$ cat src/hdl/point_fov_range_filter_core_defines.svh
// Assertion macros for the point FOV and range filter.
// No dependencies; included by the modules that carry assertions.
`ifndef POINT_FOV_RANGE_FILTER_CORE_DEFINES_SVH
`define POINT_FOV_RANGE_FILTER_CORE_DEFINES_SVH

// same-cycle implication
`define PFR_ASSERT_IMP(label, clk, rst_n, ante, cons, msg) \
    label: assert property (@(posedge clk) disable iff (!rst_n) (ante) |-> (cons)) \
        else $error(msg);

// next-cycle implication
`define PFR_ASSERT_NXT(label, clk, rst_n, ante, cons, msg) \
    label: assert property (@(posedge clk) disable iff (!rst_n) (ante) |=> (cons)) \
        else $error(msg);

`endif

$ cat src/hdl/pfr_pkg.sv
// Shared widths, register codes, reset values and types of the point filter.
// No dependencies.
package pfr_pkg;

    localparam int COORD_WIDTH     = 32;
    localparam int COORD_FRAC_BITS = 10;
    localparam int ROT_FRAC_BITS   = 14;

    localparam int ROT_ENTRY_W   = 16;
    localparam int ROT_ROW_W     = 3 * ROT_ENTRY_W;
    localparam int TAN_W         = 24;
    localparam int TAN_FRAC_BITS = 16;
    localparam int DIST_W        = 48;

    localparam int CFG_IDX_W  = 4;
    localparam int CFG_DATA_W = 48;

    localparam int DIFF_W   = COORD_WIDTH + 1;
    localparam int PROD_W   = DIFF_W + ROT_ENTRY_W;
    localparam int SUM_W    = PROD_W + 2;
    localparam int BODY_W   = SUM_W - ROT_FRAC_BITS;
    localparam int SQ_IN_W  = DIST_W / 2;
    localparam int EXT_W    = ((BODY_W > SQ_IN_W) ? BODY_W : SQ_IN_W) + 1;
    localparam int SQ_W     = 2 * SQ_IN_W;
    localparam int SQ_SUM_W = SQ_W + 2;
    localparam int CONE_W   = BODY_W + TAN_W;

    // 0.001 m on the coordinate grid, never below one LSB
    localparam int DEPTH_MIN_RAW = ((1 << COORD_FRAC_BITS) + 500) / 1000;
    localparam int DEPTH_MIN     = (DEPTH_MIN_RAW < 1) ? 1 : DEPTH_MIN_RAW;
    localparam logic signed [BODY_W-1:0] DEPTH_MIN_BODY = BODY_W'(DEPTH_MIN);

    localparam logic [CFG_IDX_W-1:0] CFG_POS_X    = CFG_IDX_W'(0);
    localparam logic [CFG_IDX_W-1:0] CFG_POS_Y    = CFG_IDX_W'(1);
    localparam logic [CFG_IDX_W-1:0] CFG_POS_Z    = CFG_IDX_W'(2);
    localparam logic [CFG_IDX_W-1:0] CFG_ROT_ROW0 = CFG_IDX_W'(3);
    localparam logic [CFG_IDX_W-1:0] CFG_ROT_ROW1 = CFG_IDX_W'(4);
    localparam logic [CFG_IDX_W-1:0] CFG_ROT_ROW2 = CFG_IDX_W'(5);
    localparam logic [CFG_IDX_W-1:0] CFG_TAN      = CFG_IDX_W'(6);
    localparam logic [CFG_IDX_W-1:0] CFG_MAX_DIST = CFG_IDX_W'(7);

    localparam logic [ROT_ROW_W-1:0] ROT_ROW0_RST = ROT_ROW_W'(1) << ROT_FRAC_BITS;
    localparam logic [ROT_ROW_W-1:0] ROT_ROW1_RST =
        ROT_ROW_W'(1) << (ROT_FRAC_BITS + ROT_ENTRY_W);
    localparam logic [ROT_ROW_W-1:0] ROT_ROW2_RST =
        ROT_ROW_W'(1) << (ROT_FRAC_BITS + 2 * ROT_ENTRY_W);
    localparam logic [TAN_W-1:0]     TAN_RST      = TAN_W'(1) << TAN_FRAC_BITS;
    localparam logic [TAN_W-1:0]     TAN_ALL_ONES = '1;
    localparam logic [DIST_W-1:0]    DIST_RST     = DIST_W'(64'd2621440000);

    typedef struct packed {
        logic signed [COORD_WIDTH-1:0] x;
        logic signed [COORD_WIDTH-1:0] y;
        logic signed [COORD_WIDTH-1:0] z;
        logic                          last;
    } t_point;

    typedef struct packed {
        logic signed [COORD_WIDTH-1:0] pos_x;
        logic signed [COORD_WIDTH-1:0] pos_y;
        logic signed [COORD_WIDTH-1:0] pos_z;
        logic [2:0][ROT_ROW_W-1:0]     rot;
        logic [TAN_W-1:0]              tan_limit;
        logic [DIST_W-1:0]             max_dist_sq;
    } t_cfg;

    function automatic logic signed [ROT_ENTRY_W-1:0] rot_entry(
        input logic [ROT_ROW_W-1:0] row,
        input int unsigned          k
    );
        return row[k*ROT_ENTRY_W +: ROT_ENTRY_W];
    endfunction

endpackage

$ cat src/hdl/pfr_cfg_regs.sv
// Configuration register file of the point filter: position, rotation, limits.
// Depends on pfr_pkg.
module pfr_cfg_regs import pfr_pkg::*; (
    input  logic                  i_clk,
    input  logic                  i_rst_n,
    input  logic                  i_cfg_valid,
    output logic                  o_cfg_ready,
    input  logic [CFG_IDX_W-1:0]  i_cfg_index,
    input  logic [CFG_DATA_W-1:0] i_cfg_data,
    output t_cfg                  o_cfg
);

    t_cfg r_cfg;

    assign o_cfg_ready = 1'b1;
    assign o_cfg       = r_cfg;

    always_ff @(posedge i_clk) begin
        if (!i_rst_n) begin
            r_cfg.pos_x       <= '0;
            r_cfg.pos_y       <= '0;
            r_cfg.pos_z       <= '0;
            r_cfg.rot[0]      <= ROT_ROW0_RST;
            r_cfg.rot[1]      <= ROT_ROW1_RST;
            r_cfg.rot[2]      <= ROT_ROW2_RST;
            r_cfg.tan_limit   <= TAN_RST;
            r_cfg.max_dist_sq <= DIST_RST;
        end else if (i_cfg_valid) begin
            unique case (i_cfg_index)
                CFG_POS_X:    r_cfg.pos_x       <= i_cfg_data[COORD_WIDTH-1:0];
                CFG_POS_Y:    r_cfg.pos_y       <= i_cfg_data[COORD_WIDTH-1:0];
                CFG_POS_Z:    r_cfg.pos_z       <= i_cfg_data[COORD_WIDTH-1:0];
                CFG_ROT_ROW0: r_cfg.rot[0]      <= i_cfg_data[ROT_ROW_W-1:0];
                CFG_ROT_ROW1: r_cfg.rot[1]      <= i_cfg_data[ROT_ROW_W-1:0];
                CFG_ROT_ROW2: r_cfg.rot[2]      <= i_cfg_data[ROT_ROW_W-1:0];
                CFG_TAN:      r_cfg.tan_limit   <= i_cfg_data[TAN_W-1:0];
                CFG_MAX_DIST: r_cfg.max_dist_sq <= i_cfg_data[DIST_W-1:0];
                default: ;
            endcase
        end
    end

endmodule

$ cat config.mk
export PLATFORM = sky130hd
export DESIGN_NAME = pfr_cfg_regs
export DESIGN_NICKNAME = d
export VERILOG_FILES = /design/src/hdl/point_fov_range_filter_core_defines.svh /design/src/hdl/pfr_pkg.sv /design/src/hdl/pfr_cfg_regs.sv
export SDC_FILE = /design/constraint.sdc
export NUM_CORES = 1
export LEC_CHECK = 0
export BUFFER_PORTS_ARGS = -buffer_cell sky130_fd_sc_hd__buf_2
export CORE_MARGIN = 1.5
export CORE_UTILIZATION = 46
export CTS_CLUSTER_SIZE = 40
export DETAILED_ROUTE_END_ITERATION = 6
export GPL_TIMING_DRIVEN = 0
export PLACE_DENSITY_LB_ADDON = 0.08
export SLEW_MARGIN = 15
export SYNTH_ARGS = -nofsm -noshare
export SYNTH_HDL_FRONTEND = slang
export SYNTH_SLANG_ARGS = --single-unit
$ cat constraint.sdc
create_clock -name i_clk -period 2.7 [get_ports i_clk]
set_input_delay 0.81 -clock i_clk [delete_from_list [all_inputs] [get_ports i_clk]]
set_output_delay 0.81 -clock i_clk [all_outputs]
set_load 0.02 [all_outputs]
==> impl_metrics.csv <==
group,metric,value,unit
floorplan,core_area,24180,µm²
power_and_ir_drop,clkPwrFrac,46.1,%
route,wl,34410,µm
clocking,numCtsBuffers,34,
floorplan,die_y,159.4,µm
worst_setup_path,worst_r2r_endpoint,"o_cfg[28]",
clocking,cts.repair.resized,0,
clocking,cts_setup_buffers,0,
route,drc_errors,0,
worst_setup_path,worstPathRequired,3.12,ns
finish,area_delta_synth_final,29.36,%
yosys,synth_area,11250,µm²
worst_setup_path,cp-start-kind,"input pin",
clocking,insertion_delay,0.50,ns
worst_setup_path,critPathKind,"input pin to flop",
worst_setup_path,cp_slowest_cell,"clkbuf_1",
worst_setup_path,worstPathMaxFanout,10,
route,drt_iter0_drc,444,
outcome,status,"complete, no violations",
worst_hold_path,worstHoldStart,"o_cfg[289]",
sta,finalHoldViolCount,0,
job,maxCapViolations,0,
global_routing,first_global_vias,8799,
route,final_antenna_net_count,0,
floorplan,die_w,159.4,µm
power_and_ir_drop,pwr-share-seq,48.2,%
route,first_pass_iters,4,
yosys,ys_ff_latch,312,
clocking,cts_tree,"done",
global_routing,globalRouteOverflowTotal,0,
finish,final_cell_mix,"buf_2, nand2_1, dfxtp_1",
floorplan,die-area,25410,µm²
global_routing,grt_max_degree,14,
clocking,cts_sinks,312,
finish,drive_above_1_share,29.88,%
worst_setup_path,r2r_slack,2.03,ns
power_and_ir_drop,power,9.733,mW
worst_setup_path,critPathCaptureType,"flop",
sta,fin_hold_ws,0.4528,ns
power_and_ir_drop,intPower,7.490,mW
worst_setup_path,worst_path_largest_cell_delay,0.62,ns
floorplan,start_util,46.55,%
power_and_ir_drop,p_sw,2.243,mW
yosys,yosysSeqAreaShare,55.50,%
finish,final_common_cell,"buf_2",
placed_design,dpl.hpwl,25040,µm
clocking,postCtsHoldBufs,0,
sta,slew_viol_final,0,
worst_hold_path,whs_path_depth,2,
yosys,yosys_warnings,0,
power_and_ir_drop,p_sw_share,23.05,%
worst_hold_path,hold_path_end,"o_cfg[289]",
power_and_ir_drop,combPwrFrac,5.7,%
global_routing,grt_pass1_wl,52100,µm
worst_setup_path,worstRegToRegCells,2,
finish,largest_reg_flops,312,
sta,finalSetupViolCount,0,
route,wl_per_cell,18.75,µm
finish,n_fill_cell,2156,
worst_setup_path,critPathBufInv,2,
worst_setup_path,critical-path-top-delay-family,"buffers and inverters",
finish,fin_cells,1835,
sta,relSlewSlack,43.68,%
sta,worst_slew_pin_slew,0.8448,ns
placed_design,dpl.cell_count,1773,
placed_design,io_buffers,363,
sta,max_freq,508.2,MHz
finish,fin_area,14560,µm²
power_and_ir_drop,power-per-cell-area,668.5,nW/µm²
yosys,avgSynthCellArea,10.36,µm²
route,vias_per_cell,4.890,
sta,setup_tns,0,ns
yosys,syn-num-nets,1141,
worst_setup_path,worstPathCellList,"buf_2 > clkbuf_1 > nand2_1 > mux2i_1",
finish,nets,1540,
yosys,syn_inst,1086,
global_routing,grt.total_usage,26.54,%
yosys,synth_cell_type_count,23,
floorplan,row_count,57,
global_routing,antenna_found_initial,7,
sta,period_minus_slack,1.968,ns
worst_setup_path,r2r_start,"o_cfg[28]",
clocking,clk_pin_slew,0.06,ns
clocking,cts_max_level,2,
clocking,root_buffer,"clkbuf_16",
sta,fin_crit_sh,72.88,%
power_and_ir_drop,ir_worst_vdd,0.4812,mV
worst_hold_path,worstHoldPathType,"flop to flop",
floorplan,ioPinCount,368,
placed_design,place_area,13480,µm²
sta,rsz0062_at_grt,"no",
power_and_ir_drop,p_leak,7.331,nW
worst_setup_path,crit_arrival,2.39,ns
placed_design,globalplace.congestion,0.8096,
route,via_count,8974,
clocking,clk_path_buf_depth,3,
sta,skew,0,ns
## worst min-delay path: stages, from the launching register on
cell and delay, ns:
dfxtp_1 0.30, nand2_1 0.05, mux2i_1 0.05
## power groups by stage
stage               Sequential, mW  Combinational [mW]  Clock [mW]
finish                        4.69               0.557        4.48
global route                  4.70               0.599        4.77
CTS                           4.69               0.562        4.56
detailed placement            4.79               0.561           0
global placement              4.79               0.558           0
floorplan                     4.87               0.249           0
## cells by family (layout without fill, tap and decap cells)
family                 Yosys count  after routing  synth area share, %
multiplexers                   305            305                27.13
buffers and inverters           87            507                3.746
AND/OR/NAND/NOR                368            368                12.78
other                            1              6              0.03332
flip-flops                     312            312                55.50
AO/OA/AOI/OAI                   13             13               0.8115
## layer usage
layer / GRT usage, % / vias up / wire, µm
li1: - / 4389 / -
met1: 33.60 / 4231 / 15000
met2: 43.39 / 288 / 16080
met3: 7.320 / 62 / 2409
met4: 9.520 / 4 / 898
met5: 0 / - / 23
## metrics by stage
step	worst slack [ns]	utilization, %
after floorplan	0.7242	-
after global placement	0.2530	55.74
after detailed placement	0.2167	55.74
after CTS	0.7104	60.17
after global routing	0.6045	60.22
final	0.7323	60.22
## final cells by class
class                   instances  area [µm²]  share of cell area [%]
clock inverters                 9       72.57                  0.4985
plain buffers                  80       395.4                   2.716
clock buffers                  48       997.2                   6.849
flip-flops and latches        312        6246                   42.90
well taps                     324       405.4                   2.784
inverters                       7       26.28                  0.1805
diodes                          5       12.51                 0.08594
repair buffers                363        1817                   12.48
multi-input cells             687        4587                   31.51
## Yosys cell counts
cell,instances,area share [%]
and3_1,1,0.056
buf_1,1,0.033
buf_2,22,0.98
buf_4,10,0.67
buf_6,4,0.40
clkbuf_1,43,1.4
conb_1,1,0.033
dfxtp_1,312,55
inv_1,7,0.23
mux2i_1,305,27
nand2_1,353,12
nand3b_1,2,0.13
nand3b_4,1,0.18
nand4_1,1,0.056
nor2_1,2,0.067
nor2b_1,4,0.22
nor3b_1,2,0.13
nor3b_2,1,0.11
o211ai_1,2,0.13
o21ai_0,5,0.22
o311ai_0,5,0.39
o31ai_1,1,0.067
or3_1,1,0.056
## how the worst max path moves through the flow
stage / slack, ns / end / start / depth (start not counted)
final: 0.73 / o_cfg[263] / i_rst_n / 4
after global routing: 0.60 / o_cfg[168] / i_rst_n / 5
after CTS: 0.71 / o_cfg[168] / i_rst_n / 5
after detailed placement: 0.22 / o_cfg[87] / i_rst_n / 4
after global placement: 0.25 / o_cfg[87] / i_rst_n / 4
after floorplan: 0.72 / o_cfg[149] / i_cfg_index[1] / 6
Note: power is estimated with default switching activity, not from simulation.
